--- config.mk ---
export PLATFORM = sky130hd
export DESIGN_NAME = ti_txt_hex_record_parser
export DESIGN_NICKNAME = d
export VERILOG_FILES = /design/src/hw/rtl/tihex_pkg.sv /design/src/hw/rtl/tihex_front.sv /design/src/hw/rtl/tihex_queue.sv /design/src/hw/rtl/tihex_back.sv /design/src/hw/rtl/ti_txt_hex_record_parser.sv
export SDC_FILE = /design/constraint.sdc
export NUM_CORES = 1
export LEC_CHECK = 0
export BUFFER_PORTS_ARGS = -buffer_cell sky130_fd_sc_hd__buf_2
export CORE_ASPECT_RATIO = 0.5
export CORE_MARGIN = 2
export CORE_UTILIZATION = 60
export CTS_CLUSTER_DIAMETER = 30
export DETAILED_ROUTE_END_ITERATION = 8
export GPL_TIMING_DRIVEN = 0
export PLACE_DENSITY = 0.8
export RECOVER_POWER = 50
export SLEW_MARGIN = 10
export SYNTH_ARGS = -nofsm -noshare
export SYNTH_HDL_FRONTEND = slang
export SYNTH_SLANG_ARGS = --single-unit
--- constraint.sdc ---
create_clock -name clk -period 23.9 [get_ports clk]
set_input_delay 3.585 -clock clk [delete_from_list [all_inputs] [get_ports clk]]
set_output_delay 3.585 -clock clk [all_outputs]
set_load 0.01 [all_outputs]
--- src/hw/rtl/tihex_pkg.sv ---
// tihex_pkg: shared types and character codes for the TI-TXT record parser.
// No dependencies; imported by every module of the parser.
`timescale 1ns / 1ps

package tihex_pkg;

    localparam logic [7:0]  CH_CR    = 8'h0D;
    localparam logic [7:0]  CH_LF    = 8'h0A;
    localparam logic [7:0]  CH_SPACE = 8'h20;
    localparam logic [7:0]  CH_AT    = 8'h40;
    localparam logic [7:0]  CH_Q     = 8'h71;
    localparam logic [23:0] LINE_MAX = 24'hFF_FFFF;
    localparam logic [31:0] ADDR_ALL_ONES = 32'hFFFF_FFFF;

    typedef enum logic [1:0] {
        ST_WRITE = 2'd0,
        ST_DONE  = 2'd1,
        ST_ERROR = 2'd2
    } status_t;

    typedef enum logic [2:0] {
        CMD_DIGIT,
        CMD_NEWLINE,
        CMD_SPACE,
        CMD_MARK,
        CMD_QUIT,
        CMD_END,
        CMD_BAD
    } cmd_kind_t;

    typedef struct packed {
        logic [7:0] data_byte;
        logic       end_of_input;
    } in_item_t;

    typedef struct packed {
        logic [1:0]  status;
        logic [31:0] write_address;
        logic [31:0] write_value;
        logic [23:0] line_number;
        logic [31:0] lowest_address;
        logic [31:0] highest_address;
        logic        last_result;
    } out_item_t;

    typedef struct packed {
        cmd_kind_t  kind;
        logic [3:0] digit;
    } cmd_t;

    typedef struct packed {
        logic stopped;
    } back_stat_t;

endpackage

--- src/hw/rtl/tihex_front.sv ---
// tihex_front: classifies one input byte into a parser command; CR is not kept.
// Depends on tihex_pkg.
`timescale 1ns / 1ps

module tihex_front
(
    input  tihex_pkg::in_item_t item,
    output logic                keep,
    output tihex_pkg::cmd_t     cmd
);
    import tihex_pkg::*;

    logic [7:0] b;

    assign b = item.data_byte;

    always_comb
    begin
        keep      = 1'b1;
        cmd.digit = b[3:0];
        cmd.kind  = CMD_BAD;
        if (item.end_of_input)
        begin
            cmd.kind = CMD_END;
        end
        else if (b == CH_CR)
        begin
            keep = 1'b0;
        end
        else if (b == CH_LF)
        begin
            cmd.kind = CMD_NEWLINE;
        end
        else if (b == CH_SPACE)
        begin
            cmd.kind = CMD_SPACE;
        end
        else if (b == CH_AT)
        begin
            cmd.kind = CMD_MARK;
        end
        else if (b == CH_Q)
        begin
            cmd.kind = CMD_QUIT;
        end
        else if (b >= 8'h30 && b <= 8'h39)
        begin
            cmd.kind = CMD_DIGIT;
        end
        else if ((b >= 8'h41 && b <= 8'h46) || (b >= 8'h61 && b <= 8'h66))
        begin
            cmd.kind  = CMD_DIGIT;
            cmd.digit = b[3:0] + 4'd9;
        end
    end

endmodule

--- src/hw/rtl/tihex_queue.sv ---
// tihex_queue: small command FIFO between the front and back of the parser.
// Depends on tihex_pkg.
`timescale 1ns / 1ps

module tihex_queue
#(
    parameter int DEPTH = 4
)
(
    input  logic            clk,
    input  logic            rst_n,
    input  logic            push,
    input  tihex_pkg::cmd_t push_cmd,
    output logic            full,
    output logic            head_valid,
    output tihex_pkg::cmd_t head_cmd,
    input  logic            pop
);
    import tihex_pkg::*;

    localparam int PW = (DEPTH > 1) ? $clog2(DEPTH) : 1;
    localparam int CW = $clog2(DEPTH + 1);
    localparam logic [PW-1:0] LAST = PW'(DEPTH - 1);

    cmd_t          mem_reg [DEPTH];
    logic [PW-1:0] wr_ptr_reg, wr_ptr_next;
    logic [PW-1:0] rd_ptr_reg, rd_ptr_next;
    logic [CW-1:0] count_reg, count_next;
    logic          do_push, do_pop;

    assign full       = (count_reg == CW'(DEPTH));
    assign head_valid = (count_reg != '0);
    assign head_cmd   = mem_reg[rd_ptr_reg];
    assign do_push    = push && !full;
    assign do_pop     = pop && head_valid;

    always_comb
    begin
        wr_ptr_next = wr_ptr_reg;
        rd_ptr_next = rd_ptr_reg;
        count_next  = count_reg;
        if (do_push)
        begin
            wr_ptr_next = (wr_ptr_reg == LAST) ? '0 : wr_ptr_reg + 1'b1;
        end
        if (do_pop)
        begin
            rd_ptr_next = (rd_ptr_reg == LAST) ? '0 : rd_ptr_reg + 1'b1;
        end
        if (do_push && !do_pop)
        begin
            count_next = count_reg + 1'b1;
        end
        else if (do_pop && !do_push)
        begin
            count_next = count_reg - 1'b1;
        end
    end

    always_ff @(posedge clk or negedge rst_n)
    begin
        if (!rst_n)
        begin
            wr_ptr_reg <= '0;
            rd_ptr_reg <= '0;
            count_reg  <= '0;
        end
        else
        begin
            wr_ptr_reg <= wr_ptr_next;
            rd_ptr_reg <= rd_ptr_next;
            count_reg  <= count_next;
        end
    end

    always_ff @(posedge clk)
    begin
        if (do_push)
        begin
            mem_reg[wr_ptr_reg] <= push_cmd;
        end
    end

endmodule

--- src/hw/rtl/tihex_back.sv ---
// tihex_back: executes parser commands, holds token/address state and the
// result register. Depends on tihex_pkg.
`timescale 1ns / 1ps

module tihex_back
(
    input  logic                  clk,
    input  logic                  rst_n,
    input  logic                  cmd_valid,
    input  tihex_pkg::cmd_t       cmd,
    output logic                  pop,
    output tihex_pkg::out_item_t  res_item,
    output logic                  res_valid,
    input  logic                  res_ready,
    output tihex_pkg::back_stat_t stat
);
    import tihex_pkg::*;

    logic [31:0] acc_reg, acc_next;
    logic        dig_reg, dig_next;
    logic        mark_reg, mark_next;
    logic [31:0] load_reg, load_next;
    logic [31:0] min_reg, min_next;
    logic [31:0] max_reg, max_next;
    logic [23:0] line_reg, line_next;
    logic        stopped_reg, stopped_next;
    logic        out_valid_reg;
    out_item_t   out_reg;

    logic        emit, last, hold, go, slot_free, do_complete;
    status_t     st;
    logic [31:0] w_addr, w_val;
    out_item_t   res;

    assign slot_free = !out_valid_reg || res_ready;

    always_comb
    begin
        acc_next     = acc_reg;
        dig_next     = dig_reg;
        mark_next    = mark_reg;
        load_next    = load_reg;
        min_next     = min_reg;
        max_next     = max_reg;
        line_next    = line_reg;
        stopped_next = stopped_reg;
        emit         = 1'b0;
        last         = 1'b1;
        hold         = 1'b0;
        do_complete  = 1'b0;
        st           = ST_DONE;
        w_addr       = '0;
        w_val        = '0;

        case (cmd.kind)
            CMD_DIGIT:
            begin
                acc_next = {acc_reg[27:0], cmd.digit};
                dig_next = 1'b1;
            end
            CMD_NEWLINE:
            begin
                if (line_reg < LINE_MAX)
                begin
                    line_next = line_reg + 24'd1;
                end
                do_complete = dig_reg;
            end
            CMD_SPACE:
            begin
                do_complete = dig_reg;
            end
            CMD_MARK:
            begin
                mark_next = 1'b1;
            end
            CMD_QUIT:
            begin
                acc_next     = '0;
                dig_next     = 1'b0;
                mark_next    = 1'b0;
                emit         = 1'b1;
                stopped_next = 1'b1;
            end
            CMD_END:
            begin
                if (dig_reg)
                begin
                    do_complete = 1'b1;
                    hold        = 1'b1;
                    last        = 1'b0;
                end
                else
                begin
                    emit         = 1'b1;
                    stopped_next = 1'b1;
                end
            end
            CMD_BAD:
            begin
                emit         = 1'b1;
                st           = ST_ERROR;
                stopped_next = 1'b1;
            end
            default:
            begin
            end
        endcase

        if (do_complete)
        begin
            acc_next  = '0;
            dig_next  = 1'b0;
            mark_next = 1'b0;
            if (mark_reg)
            begin
                load_next = acc_reg;
            end
            else
            begin
                emit      = 1'b1;
                st        = ST_WRITE;
                w_addr    = load_reg;
                w_val     = acc_reg;
                load_next = load_reg + 32'd1;
                if (load_reg < min_reg)
                begin
                    min_next = load_reg;
                end
                if (load_reg > max_reg)
                begin
                    max_next = load_reg;
                end
            end
        end

        res.status          = st;
        res.write_address   = w_addr;
        res.write_value     = w_val;
        res.line_number     = line_next;
        res.lowest_address  = min_next;
        res.highest_address = max_next;
        res.last_result     = last;

        go  = cmd_valid && (stopped_reg || !emit || slot_free);
        pop = go && (stopped_reg || !hold);
    end

    always_ff @(posedge clk or negedge rst_n)
    begin
        if (!rst_n)
        begin
            acc_reg       <= '0;
            dig_reg       <= 1'b0;
            mark_reg      <= 1'b0;
            load_reg      <= '0;
            min_reg       <= ADDR_ALL_ONES;
            max_reg       <= '0;
            line_reg      <= 24'd1;
            stopped_reg   <= 1'b0;
            out_valid_reg <= 1'b0;
        end
        else
        begin
            if (go && !stopped_reg)
            begin
                acc_reg     <= acc_next;
                dig_reg     <= dig_next;
                mark_reg    <= mark_next;
                load_reg    <= load_next;
                min_reg     <= min_next;
                max_reg     <= max_next;
                line_reg    <= line_next;
                stopped_reg <= stopped_next;
            end
            if (go && !stopped_reg && emit)
            begin
                out_valid_reg <= 1'b1;
            end
            else if (res_ready)
            begin
                out_valid_reg <= 1'b0;
            end
        end
    end

    always_ff @(posedge clk)
    begin
        if (go && !stopped_reg && emit)
        begin
            out_reg <= res;
        end
    end

    assign res_item     = out_reg;
    assign res_valid    = out_valid_reg;
    assign stat.stopped = stopped_reg;

endmodule

--- src/hw/rtl/ti_txt_hex_record_parser.sv ---
// ti_txt_hex_record_parser: top level of the TI-TXT record parser.
// Depends on tihex_pkg, tihex_front, tihex_queue, tihex_back.
//
//   channel | valid     | ready     | payload
//   --------+-----------+-----------+-----------------------
//   source  | src_valid | src_ready | src_item  (in_item_t)
//   result  | res_valid | res_ready | res_item  (out_item_t)
//
// One byte per cycle while the FIFO has room; the back end retires a command
// a cycle unless a result waits on res_ready. End of input with a pending
// token gives its write result (none for an address), then a done result.
// src_ready drops only when the QUEUE_DEPTH command FIFO is full.
// After a done or error result, transfers are taken and dropped until reset.
`timescale 1ns / 1ps

module ti_txt_hex_record_parser
#(
    parameter int QUEUE_DEPTH = 4
)
(
    input  logic                 clk,
    input  logic                 rst_n,
    input  logic                 src_valid,
    output logic                 src_ready,
    input  tihex_pkg::in_item_t  src_item,
    output logic                 res_valid,
    input  logic                 res_ready,
    output tihex_pkg::out_item_t res_item
);
    import tihex_pkg::*;

    logic       keep, q_full, q_valid, q_pop;
    cmd_t       f_cmd, q_cmd;
    back_stat_t stat;

    assign src_ready = !q_full;

    tihex_front u_front
    (
        .item (src_item),
        .keep (keep),
        .cmd  (f_cmd)
    );

    tihex_queue #(.DEPTH(QUEUE_DEPTH)) u_queue
    (
        .clk        (clk),
        .rst_n      (rst_n),
        .push       (src_valid && keep),
        .push_cmd   (f_cmd),
        .full       (q_full),
        .head_valid (q_valid),
        .head_cmd   (q_cmd),
        .pop        (q_pop)
    );

    tihex_back u_back
    (
        .clk       (clk),
        .rst_n     (rst_n),
        .cmd_valid (q_valid),
        .cmd       (q_cmd),
        .pop       (q_pop),
        .res_item  (res_item),
        .res_valid (res_valid),
        .res_ready (res_ready),
        .stat      (stat)
    );

    a_final_is_last: assert property (@(posedge clk) disable iff (!rst_n)
        res_valid && res_item.status != ST_WRITE |-> res_item.last_result)
        else $error("done/error result not marked last");

    a_final_stops: assert property (@(posedge clk) disable iff (!rst_n)
        res_valid && res_item.status != ST_WRITE |-> stat.stopped)
        else $error("done/error result without stop");

    a_range_covers: assert property (@(posedge clk) disable iff (!rst_n)
        res_valid && res_item.status == ST_WRITE |->
        res_item.lowest_address <= res_item.write_address &&
        res_item.highest_address >= res_item.write_address)
        else $error("write address outside tracked range");

    a_stop_sticky: assert property (@(posedge clk) disable iff (!rst_n)
        stat.stopped |=> stat.stopped)
        else $error("stop flag cleared");

endmodule
# [After elaboration in Yosys (flattened, before gate mapping)]
# Memories as Yosys holds them, arrays and structs flattened.
# Cells that the tools add are included.
[totals] ramBits=28 inputBits=13 ff_bits=318 out_inout_bits=157 n_memories=1 wordCells=141
[memory_table] memory="u_queue.mem_reg" words=4 width=7 rd=1 rd_ports_with_merged_regs=0 write_ports=1 line="tihex_queue.sv:25" text="cmd_t mem_reg [DEPTH];"
[op_classes] muxes=51 order_cmp=9 n_addsub=7 bitwise_logic=1 n_eq_ne=15 reduce_logical=38
[ops] operator="$mux W32" count=8
[ops] operator="$pmux W32 S2" count=1
[ops] operator="$mux W24" count=2
[ops] operator="$add A32 B1 Y32 const B" count=1
[ops] operator="$gt A32 B32 Y1" count=1
[ops] operator="$lt A32 B32 Y1" count=1
[ops] operator="$add A24 B1 Y24 const B" count=1
[ops] operator="$lt A24 B24 Y1 const B" count=1
[ops] operator="$mux W3" count=8
[ops] operator="$mux W4" count=6
[ops] operator="$eq A8 B4 Y1 const B" count=2
[ops] operator="$eq A8 B7 Y1 const B" count=2
[ops] operator="$ge A8 B7 Y1 const B" count=2
[ops] operator="$le A8 B7 Y1 const B" count=2
[ops] operator="$mux W1" count=14
[ops] operator="$mux W7" count=2
[ops] operator="$eq A3 B3 Y1 const B" count=4
[ops] operator="$logic_and A1 B1 Y1" count=12
[ops] operator="$mux W2" count=5
[ops] operator="$pmux W1 S2" count=5
[ops] operator="$reduce_bool A3 Y1" count=3
[ops] operator="$eq A8 B6 Y1 const B" count=1
[ops] operator="$ge A8 B6 Y1 const B" count=1
[ops] operator="$le A8 B6 Y1 const B" count=1
[ops] operator="16 further kinds" count=35

# [Logic depth before layout (Yosys ltp)]
# An unclocked memory read counts as a cell.
[depth] word_depth=15 mapped_depth=14 depth_no_buf=13

# [Cells and area by module]
# Synthesis repeated with hierarchy kept, for this count alone.
[unflattened] hier_cells=1313 area_unflattened_um2=16639.7
[modules_own_cells] mod="tihex_back" cells_per_inst=1184 seq_area_each_um2=8599.5 instances=1 area_per_inst_um2=14780.4
[modules_own_cells] mod="tihex_queue" cells_per_inst=74 seq_area_each_um2=1016.0 instances=1 area_per_inst_um2=1476.4
[modules_own_cells] mod="tihex_front" cells_per_inst=53 seq_area_each_um2=0.0 instances=1 area_per_inst_um2=372.9
[modules_own_cells] mod="ti_txt_hex_record_parser" cells_per_inst=2 seq_area_each_um2=0.0 instances=1 area_per_inst_um2=10.0

# [Worst setup path before layout]
# Ideal clock, no wire load.
[synth_path] path_type="input to register" startpoint="in res_ready" endpoint="reg u_back.out_valid_reg, in the netlist u_back.res_valid" required_ns=23.763 stages=3 setup_time_ns=0.137 arrival_time_ns=15.950 n_path_buf=0 path_slack_ns=7.814 cell_sequence="nor2b_1 > nor3b_1 > or2_2"
[synth_via] elab_chain_cells=6 word_cells_on_any_way=7 classes_between="1 x mux; 6 x reduce/logical"
[synth_lines] element="from (decl)" line="ti_txt_hex_record_parser.sv:27" text="input logic res_ready,"
[synth_lines] element="$logic_or A1 B1 Y1" line="tihex_back.sv:35" text="assign slot_free = !out_valid_reg || res_ready;"
[synth_lines] element="$logic_or A1 B1 Y1" line="tihex_back.sv:145" text="go = cmd_valid && (stopped_reg || !emit || slot_free);"
[synth_lines] element="$logic_and A1 B1 Y1" line="tihex_back.sv:145"
[synth_lines] element="$logic_and A1 B1 Y1 (2 in a row)" line="tihex_back.sv:176" text="if (go && !stopped_reg && emit)"
[synth_lines] element="$mux W1 / $reduce_bool A2 Y1 (equally long branches)"
[synth_lines] element="to (signal assigned)" line="tihex_back.sv:161" text="out_valid_reg <= 1'b0;"
[synth_lines] element="to (signal assigned)" line="tihex_back.sv:178" text="out_valid_reg <= 1'b1;"
[synth_lines] element="to (signal assigned)" line="tihex_back.sv:182" text="out_valid_reg <= 1'b0;"
[synth_lines] element="to (decl)" line="tihex_back.sv:27" text="logic out_valid_reg;"
# Parallel ways exist; a longest one is shown, timed or not.
# A chain may end at the register's enable or synchronous reset.

==> results.sh <==
export IMPL_final_setup_tns_ns=0
export IMPL_drive_gt1_share_pct=19.5
export IMPL_grt_use_total_pct=28.3
export IMPL_routed_via_density=6.07
export IMPL_final_setup_viol_count=0
export IMPL_cp_slowest_cell="clkbuf_1"
export IMPL_path_class="primary input to async pin"
export IMPL_crit_path_cell_trace="clkbuf_1 > clkbuf_1"
export IMPL_pre_cts_ws_ns=18.01
export IMPL_ioPinCount=170
export IMPL_slew_viol_final=176
export IMPL_tightest_slew_ns=4.74
export IMPL_layout_commonest_cell="edfxtp_1"
export IMPL_row_count=42
export IMPL_clock_path_buffers=3
export IMPL_worstSetupEndpointType="async pin"
export IMPL_fin_skew_ns=0.0166
export IMPL_cts_sinks=346
export IMPL_grt_ovfl_total=0
export IMPL_num_fill_cells=1871
export IMPL_rsz0062_at_grt="false"
export IMPL_vias=12100
export IMPL_status="finished with violations"
export IMPL_largest_reg_flops=155
export IMPL_crit_path_max_fanout=88
export IMPL_wl_per_cell_microns=20.3
export IMPL_violations="capacitance limit, slew limit"
export IMPL_min_period_ns=10.44
export IMPL_final_cell_mix="edfxtp_1, buf_2, dfrtp_1"
export IMPL_async_flop_share_pct=47.1
export IMPL_critPathLaunchType="primary input"
export IMPL_slew_headroom_pct=-216
export IMPL_syn_area_per_cell_sq_um=11.9
export IMPL_ctsResizeCount=0
export IMPL_crit_arrival_ns=10.10
export IMPL_crit_path_frequent_cell="clkbuf_1"
export IMPL_syn_nets=1472
export IMPL_yosys_most_used_dff="edfxtp_1"
export IMPL_p_per_area_mw_per_mm2=88.5
export IMPL_max_freq_mhz=95.8
export IMPL_insertion_delay_ns=0.55
export IMPL_antenna_left=0
export IMPL_cts_tree="yes"
export IMPL_yosysSeqAreaShare_pct=58.5
export IMPL_worstPathRequired_ns=23.56
export IMPL_setup_slack_ns=13.46
export IMPL_num_antenna_cells=0
export IMPL_grt_max_degree=89
export IMPL_clk_pin_slew_ns=0.06
export IMPL_cts_inserted_buffers=41
export IMPL_maxCapViolCount=3
export IMPL_num_nets_final=1697
export IMPL_synth_cells=1383
export IMPL_h_tree_depth=2
export IMPL_hpwl_microns=28700
export IMPL_wirelength_microns=40400
export IMPL_cp_num_buf_inv=2
export IMPL_antenna_found_initial=1
export IMPL_ff_latch_area_sq_mm=0.00962
export IMPL_drc=0
export IMPL_io_buffers=168
export IMPL_grt_pass1_wl_microns=63400
export IMPL_cts_root_buf="clkbuf_16"
export IMPL_period_share_pct=43.7
export IMPL_top_register="u_back.res_item"
export IMPL_start_util_pct=61.6
export IMPL_syn_cell_area_sq_mm=0.0164
export IMPL_ys_ff_latch=346
export IMPL_core_area_sq_mm=0.0267
export IMPL_hold_violations=0
export IMPL_min_delay_path_class="register to register"
export IMPL_synthDistinctLibCells=68
export IMPL_die_area_sq_mm=0.0288
export IMPL_die_height_microns=121
export IMPL_multiInputGateArea_sq_mm=0.00604
export IMPL_place_congestion=0.945
export IMPL_die_w_microns=238
export IMPL_critPathTopFamily="buffers and inverters"
export IMPL_cts_hold_buf=0
export IMPL_grt_pass1_vias=11900
export IMPL_synth_edf_count=183
export IMPL_irDropWorstVdd_v=0.0000733
export IMPL_leakage_uw=0.00808
export IMPL_syn_to_final_growth_pct=16.0
export IMPL_drt_iter0_drc=1105
export IMPL_post_cts_buffers=0
export IMPL_slowest_delay_ns=3.25
export IMPL_dr_pass1_iters=6
export IMPL_ys_warn_count=0
export IMPL_fin_total_pwr_uw=1690
cells by family (layout without fill, tap and decap cells):
group | after synthesis | count (layout) | synth area share, %
fa+ha+maj | 76 | 76 | 5.83
compound gates | 265 | 265 | 9.89
flops | 346 | 346 | 58.5
xor+xnor | 54 | 54 | 2.88
simple gates | 388 | 388 | 12.5
mux | 81 | 81 | 6.06
buf+inv | 173 | 428 | 4.37
through the flow:
stage / std cells / util, % / area (sq um) / hold WS (ns)
2_1_floorplan: 1383 / - / 16400 / 0.445
3_3_place_gp: 1903 / 66.4 / 17700 / 0.459
4_1_cts: 1990 / 72.1 / 19200 / 0.480
5_1_grt: 1990 / 71.4 / 19100 / 0.500
6_report: 1990 / 71.4 / 19100 / 0.480
3_5_place_dp: 1917 / 66.9 / 17900 / 0.465
power by group:
group          leakage, uW  total [uW]  switching (uW)  internal, uW
clock network     0.000690         633             262           370
registers          0.00382         750            39.5           710
logic              0.00357         305             187           118
per-layer routing:
metal / vias up / track usage (%) / wire [microns]
li1: 5469 / - / -
met1: 5976 / 38.5 / 16800
met3: 98 / 6.01 / 3380
met5: - / 0 / 0
met2: 528 / 46.5 / 19200
met4: 0 / 8.44 / 980
final timing paths:
kind                                       start             endpoint  slack [ns]  cells past startpoint
min in group asynchronous                  rst_n   u_back.line_reg[8]        4.72                      1
max in group clk                       res_ready  u_back.res_item[55]       17.64                      9
max reg2reg                u_queue.rd_ptr_reg[0]  u_back.res_item[55]       18.86                     11
min reg2reg                  u_back.line_reg[11]  u_back.line_reg[11]        0.48                      1
min                          u_back.line_reg[11]  u_back.line_reg[11]        0.48                      1
max                                        rst_n   u_back.max_reg[24]       13.46                      2
final cells by class:
cell class | count | share of cell area (%)
plain buffers | 88 | 1.97
clock buffers | 52 | 6.19
clock inverters | 21 | 1.08
inverters | 85 | 1.67
multi-input cells | 864 | 31.7
flip-flops and latches | 346 | 50.4
well taps | 352 | 2.31
repair buffers | 182 | 4.65
cells in the mapped netlist, types with 3 or more instances:
cell type	instances	area, sq um
mux4_2	8	180
buf_6	4	45.0
buf_1	3	11.3
o21ai_1	12	60.1
nor4_1	9	56.3
nor3_1	15	75.1
nor2_1	46	173
xnor2_1	42	368
dfstp_2	33	867
a21oi_1	56	280
mux2i_1	5	50.1
inv_1	85	319
and3_1	18	113
a31oi_1	8	50.1
a211oi_1	4	30.0
mux2_2	40	450
nand3_1	81	405
dfrtp_1	130	3250
edfxtp_1	183	5500
o21ai_0	91	455
o22ai_1	30	188
and4_1	5	43.8
mux2_1	28	315
a21o_1	10	75.1
or2_2	3	18.8
a22o_1	32	280
ha_1	75	938
nand4_1	31	194
nor3_2	3	30.0
xor2_1	12	105
nor2b_1	5	31.3
clkbuf_1	54	203
buf_2	24	120
nand2b_1	5	31.3
nor3b_1	3	22.5
nand2_1	85	319
and2_1	68	425
(Power assumes the default switching activity.)
